===== config.mk =====
export PLATFORM = sky130hd
export DESIGN_NAME = nmh_queue
export DESIGN_NICKNAME = d
export VERILOG_FILES = /design/src/rtl/nmh_pkg.sv /design/src/rtl/nmh_queue.sv
export SDC_FILE = /design/constraint.sdc
export NUM_CORES = 1
export LEC_CHECK = 0
export BUFFER_PORTS_ARGS = -buffer_cell sky130_fd_sc_hd__buf_2
export CAP_MARGIN = 20
export CELL_PAD_IN_SITES_DETAIL_PLACEMENT = 0
export CELL_PAD_IN_SITES_GLOBAL_PLACEMENT = 1
export CORE_ASPECT_RATIO = 0.6
export CORE_MARGIN = 2
export CORE_UTILIZATION = 47
export CTS_CLUSTER_SIZE = 8
export DETAILED_ROUTE_END_ITERATION = 8
export PLACE_DENSITY_LB_ADDON = 0.2
export SLEW_MARGIN = 5
export SYNTH_ARGS = -nofsm -noshare
export SYNTH_HDL_FRONTEND = slang
export SYNTH_SLANG_ARGS = --single-unit

===== constraint.sdc =====
create_clock -name clk -period 3.98 [get_ports clk]
set_input_delay 0.597 -clock clk [delete_from_list [all_inputs] [get_ports clk]]
set_output_delay 0.597 -clock clk [all_outputs]
set_load 0.02 [all_outputs]

===== src/rtl/nmh_pkg.sv =====
// ---------------------------------------------------------------------------
// nmh_pkg
// Shared types and constants of the height-map-to-normal-map unit.
// ---------------------------------------------------------------------------
package nmh_pkg;

	// Map geometry: MAP_SIZE must be a power of two no larger than 256.
	localparam int MAP_SIZE  = 256;
	localparam int COORD_W   = $clog2(MAP_SIZE);
	localparam int ADDR_W    = 2 * COORD_W;
	localparam int MEM_DEPTH = MAP_SIZE * MAP_SIZE;

	localparam int FIELD_COORD_W = 8;
	localparam int HEIGHT_W      = 16;
	localparam int STRENGTH_W    = 16;
	localparam logic [STRENGTH_W-1:0] STRENGTH_RESET = 16'd256;

	// Datapath widths
	localparam int DIFF_W     = HEIGHT_W + 1;        // height difference
	localparam int PROD_W     = DIFF_W + STRENGTH_W; // slope, signed
	localparam int MAG_W      = PROD_W - 1;          // slope magnitude
	localparam int VEC_W      = 30;                  // normalized component magnitude
	localparam int UNIT_SHIFT = 20;                  // 1.0 in slope units
	localparam int SUM_W      = 2 * VEC_W + 2;       // sum of three squares
	localparam int LEN_W      = VEC_W + 1;           // vector length
	localparam int BYTE_W     = 8;
	localparam int NUM_W      = LEN_W + 1 + BYTE_W;  // encoder dividend
	localparam int ROOT_STEPS = LEN_W;
	localparam int LANES      = 3;

	// Queue between fetch and math; depth of two or more
	localparam int QUEUE_DEPTH = 2;
	localparam int QPTR_W      = $clog2(QUEUE_DEPTH);
	localparam int QCNT_W      = $clog2(QUEUE_DEPTH + 1);

	typedef enum logic {
		KIND_WRITE = 1'b0,
		KIND_READ  = 1'b1
	} kind_t;

	typedef struct packed {
		kind_t                       kind;
		logic [FIELD_COORD_W-1:0]    col;
		logic [FIELD_COORD_W-1:0]    row;
		logic signed [HEIGHT_W-1:0]  height;
	} item_t;

	typedef struct packed {
		logic [BYTE_W-1:0] normal_red;
		logic [BYTE_W-1:0] normal_green;
		logic [BYTE_W-1:0] normal_blue;
	} result_t;

	// Neighbor differences of one read, east minus west and south minus north
	typedef struct packed {
		logic signed [DIFF_W-1:0] dh_x;
		logic signed [DIFF_W-1:0] dh_y;
	} grad_t;

	typedef enum logic [2:0] {
		F_IDLE,
		F_WEST,
		F_SOUTH,
		F_NORTH,
		F_PUSH
	} front_state_t;

	typedef enum logic [2:0] {
		B_IDLE,
		B_MUL,
		B_NORM,
		B_SQ,
		B_ROOT,
		B_ENC,
		B_DIV,
		B_DONE
	} back_state_t;

endpackage


===== src/rtl/nmh_queue.sv =====
// ---------------------------------------------------------------------------
// nmh_queue
// Short queue of neighbor differences between the fetch and math sides.
// ---------------------------------------------------------------------------
module nmh_queue (
	input  logic           clk,
	input  logic           arst_n,
	input  logic           push_valid,
	output logic           push_ready,
	input  nmh_pkg::grad_t push,
	output logic           pop_valid,
	input  logic           pop_ready,
	output nmh_pkg::grad_t pop
);

	nmh_pkg::grad_t              slot_q [nmh_pkg::QUEUE_DEPTH];
	logic [nmh_pkg::QPTR_W-1:0]  wr_ptr_q, rd_ptr_q;
	logic [nmh_pkg::QCNT_W-1:0]  count_q;
	logic                        do_push, do_pop;

	assign push_ready = count_q != nmh_pkg::QCNT_W'(nmh_pkg::QUEUE_DEPTH);
	assign pop_valid  = count_q != '0;
	assign pop        = slot_q[rd_ptr_q];
	assign do_push    = push_valid && push_ready;
	assign do_pop     = pop_valid && pop_ready;

	function automatic logic [nmh_pkg::QPTR_W-1:0] next_ptr(
		input logic [nmh_pkg::QPTR_W-1:0] p
	);
		return (p == nmh_pkg::QPTR_W'(nmh_pkg::QUEUE_DEPTH - 1)) ? '0
			: nmh_pkg::QPTR_W'(p + nmh_pkg::QPTR_W'(1));
	endfunction

	always_ff @(posedge clk or negedge arst_n) begin
		if (!arst_n) begin
			wr_ptr_q <= '0;
			rd_ptr_q <= '0;
			count_q  <= '0;
		end else begin
			if (do_push) wr_ptr_q <= next_ptr(wr_ptr_q);
			if (do_pop)  rd_ptr_q <= next_ptr(rd_ptr_q);
			if (do_push && !do_pop) count_q <= nmh_pkg::QCNT_W'(count_q + nmh_pkg::QCNT_W'(1));
			else if (do_pop && !do_push) count_q <= nmh_pkg::QCNT_W'(count_q - nmh_pkg::QCNT_W'(1));
		end
	end

	always_ff @(posedge clk) begin
		if (do_push) slot_q[wr_ptr_q] <= push;
	end

endmodule


==> results of run 1 <==
## metrics by stage
step                      instance area [µm²]   util  instances  total power, mW
after global routing                     3390  0.600        289             2.71
after detailed placement                 3200  0.567        273             2.08
final                                    3390  0.600        289             2.58
after floorplan                          2800      -        124             1.88
after CTS                                3390  0.600        289             2.62
after global placement                   3200  0.567        273             2.05
## power by group
part | switching [mW] | total, mW | internal [mW]
Sequential | 0.148 | 1.19 | 1.04
Combinational | 0.441 | 0.858 | 0.417
Clock | 0.248 | 0.531 | 0.282
Total | 0.837 | 2.58 | 1.74
## cell usage in the layout (no fill, tap or decap), types with 2 or more instances in the layout
cell	instances
buf_2	73
clkbuf_8	9
edfxtp_1	68
xnor2_1	3
clkinv_2	2
xor2_1	2
mux2_2	5
dfrtp_1	3
clkinvlp_4	2
mux2_4	29
nand2_1	2
clkinv_1	2
## cell type report
type / count / share of cell area
Clock inverter: 7 / 0.0185
Tap cell: 80 / 0.0295
Multi-Input combinational cell: 47 / 0.174
Inverter: 1 / 0.00111
Sequential cell: 72 / 0.632
Timing Repair Buffer: 73 / 0.108
Clock buffer: 9 / 0.0365
## registers in the layout (all words and copies together) (netlist names)
register / cells
slot_q: 68
count_q: 2
rd_ptr_q: 1
wr_ptr_q: 1
## path summary, 6_finish.rpt
kind	from	slack, ps	depth (start not counted)	end
worst max-delay path	rd_ptr_q	1380	2	pop[18]
worst min-delay path	arst_n	50	1	rd_ptr_q
worst max register to register	count_q[0]	2100	3	slot_q[0][5]
worst min register to register	count_q[1]	510	1	count_q[1]
max in group asynchronous	arst_n	3800	1	rd_ptr_q
min in group clk	push[27]	450	1	slot_q[1][27]
## metal layers
metal,wire length (µm),up-vias
met4,51,0
met1,1940,630
met2,2120,46
met5,0,-
li1,-,638
met3,273,6
## kinds of logic (layout without fill, tap and decap cells)
family	after synthesis	count (layout)
flops	72	72
buf+inv	5	90
simple gates	7	7
xor+xnor	5	5
mux	34	34
fa+ha+maj	1	1
==> results by group, run 1 <==
Worst setup path
  – Delay-heaviest family, CP: flip-flops
  – CP max stage cell: dfrtp_2
  – CP Capture Type: output port
  – Crit-path cells: mux2_2 > buf_2
  – Max incr delay on CP: 1080 ps
  – Crit Path Max Fanout: 35
  – Critical path buffers and inverters: 1
  – WP data required: 3380 ps
  – Setup CP Type: flip-flop to output port
  – WP data arrival: 2000 ps
  – Crit start category: flip-flop

Global routing
  – Met1 Use GR: 0.170
  – Gr busiest metal: met2
  – Initial antenna violation count: 0
  – Largest net degree at the start of global routing: 36
  – Global-route wire length before repair: 6930 µm
  – GRT met3 Usage: 0.0704
  – Grt met2 use: 0.231
  – Via count of the first global-routing pass: 1423
  – Grt ovf: 0
  – GRT Overall Usage: 0.146

Logic synthesis
  – Synth Register Bits: 72
  – Yosys warning count: 0
  – Xor and xnor area share after synthesis: 0.0156
  – Synth Area in Adders: 0.00447
  – Multiplexer share of the synthesized area: 0.176
  – Synth top cells by count: 68 x edfxtp_1, 29 x mux2_4, 5 x mux2_2, 4 x dfrtp_1
  – Post-synthesis simple-gate area fraction: 0.0121
  – Synth cell types: 15
  – Sequential cell area fraction in the yosys report: 0.765
  – Netlist Area Pre-Place: 2800 µm²
  – Synth Area in Compound Gates: 0
  – Top-area cell type share of the netlist area: 0.730
  – Mean post-synth cell area: 22.6 µm²
  – EDFF count, synth: 68
  – Mapped Cells: 124
  – Synth area leaders: edfxtp_1 73%, mux2_4 16%, dfrtp_1 3.6%
  – Primary FF master, synth: edfxtp_1
  – Post-synth top area cell: edfxtp_1
  – Count leader, synth: edfxtp_1
  – Post-synth ARST share: 0.0556
  – Net Count, Synth: 163
  – Main combinational cell family by area after synthesis: multiplexers

Clock tree
  – Clk slew on worst S/H paths: 70 ps
  – Clock sink count: 72
  – Post-cts sizing count: 0
  – Hold_buf cts: 0
  – Longest Clk Path Bufs: 2
  – Clock Latency Late Sink: 330 ps
  – Clock Root Buffer: clkbuf_8
  – Post-CTS Setup Inserts: 0
  – Htree depth: 3
  – CTS tree: done
  – Num CTS Buffers: 9

STA
  – Worst hold margin: 50.4 ps
  – Tcrit/Tclk final: 0.652
  – Slew @ Worst Pin: 1080 ps
  – Final setup violating endpoints: 0
  – Achievable Freq: 0.385 GHz
  – Worst Slack Setup Final: 1380 ps
  – Final Hold Viols: 0
  – RSZ-0062 raised after global routing: no
  – Slew headroom: 0.283
  – Final setup TNS: 0 ps
  – Max-slew violation count: 0
  – Clk_skew: 4.21 ps
  – Tmin final: 2600 ps

Floorplan
  – Die Area: 6610 µm²
  – Initial Util: 0.495
  – Die height: 63.8 µm
  – Die Width: 104 µm
  – Core Footprint: 5650 µm²
  – I/O pin total: 74
  – FP Rows: 21

Power
  – LEAKAGE: 1.36 nW
  – PD cells: 760 nW/µm²
  – VDD IR-drop max: 0.000290 V

Outcome
  – Status: finished clean

Route
  – Pre-antenna DRT Iters: 4
  – ANT nets after route: 0
  – Vias per cell: 4.57
  – Vias: 1320
  – Final wirelength: 4380 µm
  – Wire per inst: 15.2 µm
  – Starting DRT DRC Count: 46
  – DR DRC count: 0

Placement
  – DP HPWL: 2890 µm
  – Gpl congestion: 0.646
  – Pre-CTS WS: 1720 ps
  – IO buf count: 73

Cells and area
  – Final #Nets: 243
  – Fillers: 430
  – Syn-to-layout area delta: 21.1%
  – Share of cells above drive strength 1: 0.593
  – Ant diodes: 0
  – Area of the multi-input gates: 591 µm²
  – Sequential Area: 2140 µm²

Run
  – Max Cap Viol: 0

Hold path
  – Hold crit path type: input pin to async pin
(Power assumes the default switching activity.)
==> run 2, diff against run 1 <==
--- a/config.mk
+++ b/config.mk
@@ -11,7 +11,7 @@
 export CELL_PAD_IN_SITES_GLOBAL_PLACEMENT = 1
 export CORE_ASPECT_RATIO = 0.6
 export CORE_MARGIN = 2
-export CORE_UTILIZATION = 47
+export CORE_UTILIZATION = 44
 export CTS_CLUSTER_SIZE = 8
 export DETAILED_ROUTE_END_ITERATION = 8
 export PLACE_DENSITY_LB_ADDON = 0.2
==> constraint.sdc (replaced) <==
create_clock -name clk -period 2.7 [get_ports clk]
set_input_delay 0.405 -clock clk [delete_from_list [all_inputs] [get_ports clk]]
set_output_delay 0.405 -clock clk [all_outputs]
set_load 0.02 [all_outputs]
==> run 2 against run 1 <==
  * Clock skew is 3.5 ps higher
  * Die area is 6.5% higher
  * Power is 48% higher
  * Largest power group unchanged
  * Routed wire length is 7.3% higher
  * Hold slack better by 210 ps
  * Critical path type unchanged
  * Combinational power is 62% higher
==> results by group, run 2 (same netlist as run 1, synthesis figures left out) <==
Outcome
  – Status: finished clean

Floorplan
  – Initial Util: 0.456
  – I/O pin total: 74
  – Die Area: 7040 µm²
  – Die Width: 107 µm
  – FP Rows: 22
  – Core Footprint: 6140 µm²
  – Die height: 65.8 µm

Cells and area
  – Final Cell Area: 3420 µm²
  – Max FFs per register: 68
  – Final #Nets: 247
  – Highest-count cells in the layout ignoring fill and taps: 73 x buf_2, 68 x edfxtp_1, 29 x mux2_4
  – Fin util: 0.557
  – Largest registers: slot_q: 68 flops, count_q: 2 flops
  – Ant diodes: 0
  – Share of cells above drive strength 1: 0.592
  – Most flops, register: slot_q
  – Commonest non-fill, non-tap cell in the layout: buf_2
  – Non-filler cells, final: 297
  – Fillers: 506
  – Syn-to-layout area delta: 22.2%

Clock tree
  – Htree depth: 3
  – CTS tree: done
  – Clock sink count: 72
  – Num CTS Buffers: 9
  – Longest Clk Path Bufs: 2
  – Post-cts sizing count: 0
  – Clock Root Buffer: clkbuf_8
  – Clk slew on worst S/H paths: 70 ps
  – Clock Latency Late Sink: 330 ps

Route
  – DR DRC count: 0
  – ANT nets after route: 0
  – Final wirelength: 4700 µm
  – Wire per inst: 15.8 µm
  – Starting DRT DRC Count: 32
  – Pre-antenna DRT Iters: 4
  – Vias: 1367
  – Vias per cell: 4.60

Worst setup path
  – R2r setup slk: 980 ps
  – Worst setup path startpoint: rd_ptr_q
  – CP max stage cell: dfrtp_2
  – CP Capture Type: output port
  – R2r worst-path depth: 2
  – Crit start category: flip-flop
  – Crit-path cells: buf_4 > mux2_4 > buf_2
  – WP data required: 2300 ps
  – Max incr delay on CP: 550 ps
  – R2R Path Start: count_q[0]
  – Worst r2r dst: slot_q[1][3]
  – Setup CP Type: flip-flop to output port
  – WP data arrival: 1740 ps
  – Crit Path Max Fanout: 15

Hold path
  – Hold path start: push[23]
  – Hold crit path type: input pin to flip-flop
  – Hold path cells: 1
  – Hold EP: slot_q[1][23]

Global routing
  – Initial antenna violation count: 0
  – Global-route wire length before repair: 7420 µm
  – Grt ovf: 0
  – Via count of the first global-routing pass: 1442
  – Largest net degree at the start of global routing: 35
  – GRT Overall Usage: 0.150

Run
  – Max Cap Viol: 0

STA
  – Final Hold Viols: 0
  – Slew @ Worst Pin: 826 ps
  – RSZ-0062 raised after global routing: no
  – Tmin final: 2140 ps
  – Final setup TNS: 0 ps
  – Clk_skew: 7.74 ps
  – Final setup violating endpoints: 0
  – Tcrit/Tclk final: 0.793
  – Achievable Freq: 0.467 GHz
  – Worst Slack Setup Final: 558 ps
  – Max-slew violation count: 0
  – Slew headroom: 0.450

Power
  – PD cells: 1120 nW/µm²
  – LEAKAGE: 1.38 nW
  – Clock power frac: 0.202
  – Power Internal: 2.58 mW
  – Combinational fraction of design power: 0.364
  – Switch Pwr: 1.24 mW
  – Share of power burned in registers: 0.434
  – VDD IR-drop max: 0.000502 V
  – Switching share of power: 0.324

Placement
  – Gpl congestion: 0.683
  – Placed cells: 280
  – IO buf count: 73
  – DP HPWL: 3210 µm
  – DP Area: 3230 µm²
  – Pre-CTS WS: 893 ps
[run 2: power by group through the flow]
stage,sequential (mW),combinational [mW],clock [mW]
final,1.66,1.39,0.773
after global routing,1.69,1.49,0.851
after CTS,1.66,1.42,0.798
after detailed placement,1.69,1.41,0
after global placement,1.67,1.39,0
after floorplan,1.62,1.15,0
[run 2: layout make-up]
cell class                      count  area, µm²  share of cell area
Inverter                            1       3.75             0.00110
Tap cell                           84        105              0.0307
Timing Repair Buffer               77        398               0.116
Clock buffer                       12        135              0.0395
Clock inverter                      4       45.0              0.0132
Multi-Input combinational cell     47        591               0.173
Sequential cell                    72       2140               0.627
[run 2: how the worst max path moves through the flow]
| stage | to | slack (ps) |
|---|---|---|
| floorplan | slot_q[0][0] | 40 |
| global placement | pop[10] | 910 |
| detailed placement | pop[10] | 890 |
| CTS | pop[21] | 530 |
| global route | pop[29] | 460 |
| finish | pop[11] | 560 |
[run 2: layer usage]
| layer | up-vias | track usage | share of wire |
|---|---|---|---|
| met3 | 6 | 0.0818 | 0.088 |
| met2 | 49 | 0.240 | 0.48 |
| met5 | - | 0 | 0 |
| li1 | 647 | - | - |
| met1 | 665 | 0.178 | 0.43 |
| met4 | 0 | 0.0438 | 0.012 |
[run 2: what timing repair did]
action | CTS | global route
setup buffers | 0 | 0
hold endpoints to repair | 4 | 0
hold buffers | 1 | 0
[run 2: worst max-delay path: cells and delay by family (launching register included)]
family / cells / cell delay [ps]
mux: 1 / 330
flops: 1 / 550
buf+inv: 2 / 520
[run 2: stage by stage]
step	hold slack, ps	power [mW]
after floorplan	109	2.77
after global placement	212	3.05
after detailed placement	213	3.10
after CTS	238	3.88
after global routing	230	4.03
final	256	3.82
==> run 3, diff against run 2 <==
==> constraint.sdc (replaced) <==
create_clock -name clk -period 2.2 [get_ports clk]
set_input_delay 0.33 -clock clk [delete_from_list [all_inputs] [get_ports clk]]
set_output_delay 0.33 -clock clk [all_outputs]
set_load 0.02 [all_outputs]
==> run 3 against run 2 <==
  * Critical path depth unchanged
  * Flip-flop and latch count unchanged
  * Global-route usage fell by 1.3 points
==> results by group, run 3 (same netlist as run 1, synthesis figures left out) <==
Global routing
  – Largest net degree at the start of global routing: 35
  – Via count of the first global-routing pass: 1401
  – Global-route wire length before repair: 6850 µm
  – Initial antenna violation count: 0
  – GRT Overall Usage: 0.137
  – Grt ovf: 0

Power
  – Combinational fraction of design power: 0.372
  – Clock power frac: 0.205
  – LEAKAGE: 1.39 nW
  – Share of power burned in registers: 0.423
  – VDD IR-drop max: 0.000656 V
  – Power Internal: 3.18 mW
  – PD cells: 1370 nW/µm²
  – Switching share of power: 0.325
  – Switch Pwr: 1.53 mW

Cells and area
  – Final #Nets: 247
  – Highest-count cells in the layout ignoring fill and taps: 73 x buf_2, 68 x edfxtp_1, 29 x mux2_4
  – Ant diodes: 0
  – Share of cells above drive strength 1: 0.601
  – Commonest non-fill, non-tap cell in the layout: buf_2
  – Largest registers: slot_q: 68 flops, count_q: 2 flops
  – Most flops, register: slot_q
  – Fillers: 502
  – Sequential Area: 2140 µm²
  – Syn-to-layout area delta: 22.9%
  – Non-filler cells, final: 297
  – Final Cell Area: 3440 µm²
  – Area of the multi-input gates: 591 µm²
  – Max FFs per register: 68

STA
  – Slew headroom: 0.673
  – Tcrit/Tclk final: 0.857
  – Clk_skew: 7.62 ps
  – Final setup violating endpoints: 0
  – Tmin final: 1890 ps
  – Achievable Freq: 0.530 GHz
  – Final setup TNS: 0 ps
  – Slew @ Worst Pin: 490 ps
  – RSZ-0062 raised after global routing: no
  – Max-slew violation count: 0
  – Final Hold Viols: 0

Worst setup path
  – WP data arrival: 1560 ps
  – Crit start category: flip-flop
  – R2r worst-path depth: 4
  – Worst r2r dst: slot_q[0][29]
  – R2R Path Start: count_q[0]
  – Setup CP Type: flip-flop to output port
  – WP data required: 1870 ps
  – Crit Path Max Fanout: 32
  – CP Capture Type: output port
  – R2r setup slk: 590 ps

Route
  – Final wirelength: 4590 µm
  – Vias: 1387
  – Starting DRT DRC Count: 38
  – ANT nets after route: 0
  – Pre-antenna DRT Iters: 4
  – DR DRC count: 0
  – Vias per cell: 4.67
  – Wire per inst: 15.4 µm

Floorplan
  – Initial Util: 0.456
  – Die Area: 7040 µm²
  – Die height: 65.8 µm
  – Die Width: 107 µm
  – Core Footprint: 6140 µm²
  – I/O pin total: 74
  – FP Rows: 22

Clock tree
  – CTS tree: done
  – Clock Latency Late Sink: 330 ps
  – Post-CTS Setup Inserts: 0
  – Num CTS Buffers: 9
  – Clk slew on worst S/H paths: 70 ps
  – Post-cts sizing count: 0
  – Longest Clk Path Bufs: 2
  – Htree depth: 3
  – Clock sink count: 72
  – Clock Root Buffer: clkbuf_8

Placement
  – Placed cells: 280
  – IO buf count: 73
  – DP HPWL: 3020 µm
  – DP Area: 3240 µm²
  – Gpl congestion: 0.685

Hold path
  – Hold EP: slot_q[1][12]
  – Hold crit path type: input pin to flip-flop
  – Hold path cells: 1
  – Hold path start: push[12]

Run
  – Max Cap Viol: 0

Outcome
  – Status: finished clean
[run 3: what timing repair did]
action                                  in CTS  in global routing
endpoints found under the setup margin       0                  0
hold buffers                                 1                  0
hold endpoints to repair                     4                  0
[run 3: area by class of cell]
cell class,instances,share of cell area
flip-flops and latches,72,0.623
clock buffers,10,0.0371
multi-input cells,47,0.172
clock inverters,6,0.0175
well taps,84,0.0305
inverters,1,0.00109
repair buffers,77,0.119
[run 3: critical path, cell delays in order (launching register included)]
cell and delay (ps):
dfrtp_2 420, buf_12 260, mux2_2 360, buf_2 160
[run 3: metal layers]
metal  part of all wire  GRT usage  routed length (µm)  up-vias
li1                   -          -                   -      646
met1               0.43      0.165                1950      683
met2               0.49      0.219                2260       53
met3              0.074     0.0611                 339        5
met4             0.0083     0.0536                  38        0
met5                  0          0                   0        -
[run 3: worst max path at each step]
stage                          start       endpoint  slack, ps  cells after the start
final                       rd_ptr_q        pop[14]        310                      3
after global routing        rd_ptr_q        pop[18]        240                      3
after CTS                   rd_ptr_q        pop[14]        290                      3
after detailed placement  count_q[0]  slot_q[0][24]        570                      4
after global placement      rd_ptr_q        pop[14]        690                      3
after floorplan           count_q[0]   slot_q[0][0]        100                      3
[run 3: power groups by stage]
stage	logic, mW	registers, mW	clock network, mW
after CTS	1.79	2.00	0.996
final	1.75	2.00	0.966
after global routing	1.87	2.03	1.05
after floorplan	1.42	1.98	0
after detailed placement	1.78	2.03	0
after global placement	1.76	2.00	0
[run 3: stage by stage]
step | setup slack, ps | power, mW | util | hold WS, ps
after floorplan | 96.3 | 3.40 | - | 34.4
after global placement | 686 | 3.76 | 0.528 | 139
after detailed placement | 574 | 3.81 | 0.528 | 144
after CTS | 287 | 4.78 | 0.561 | 164
after global routing | 242 | 4.95 | 0.561 | 159
final | 314 | 4.72 | 0.561 | 181
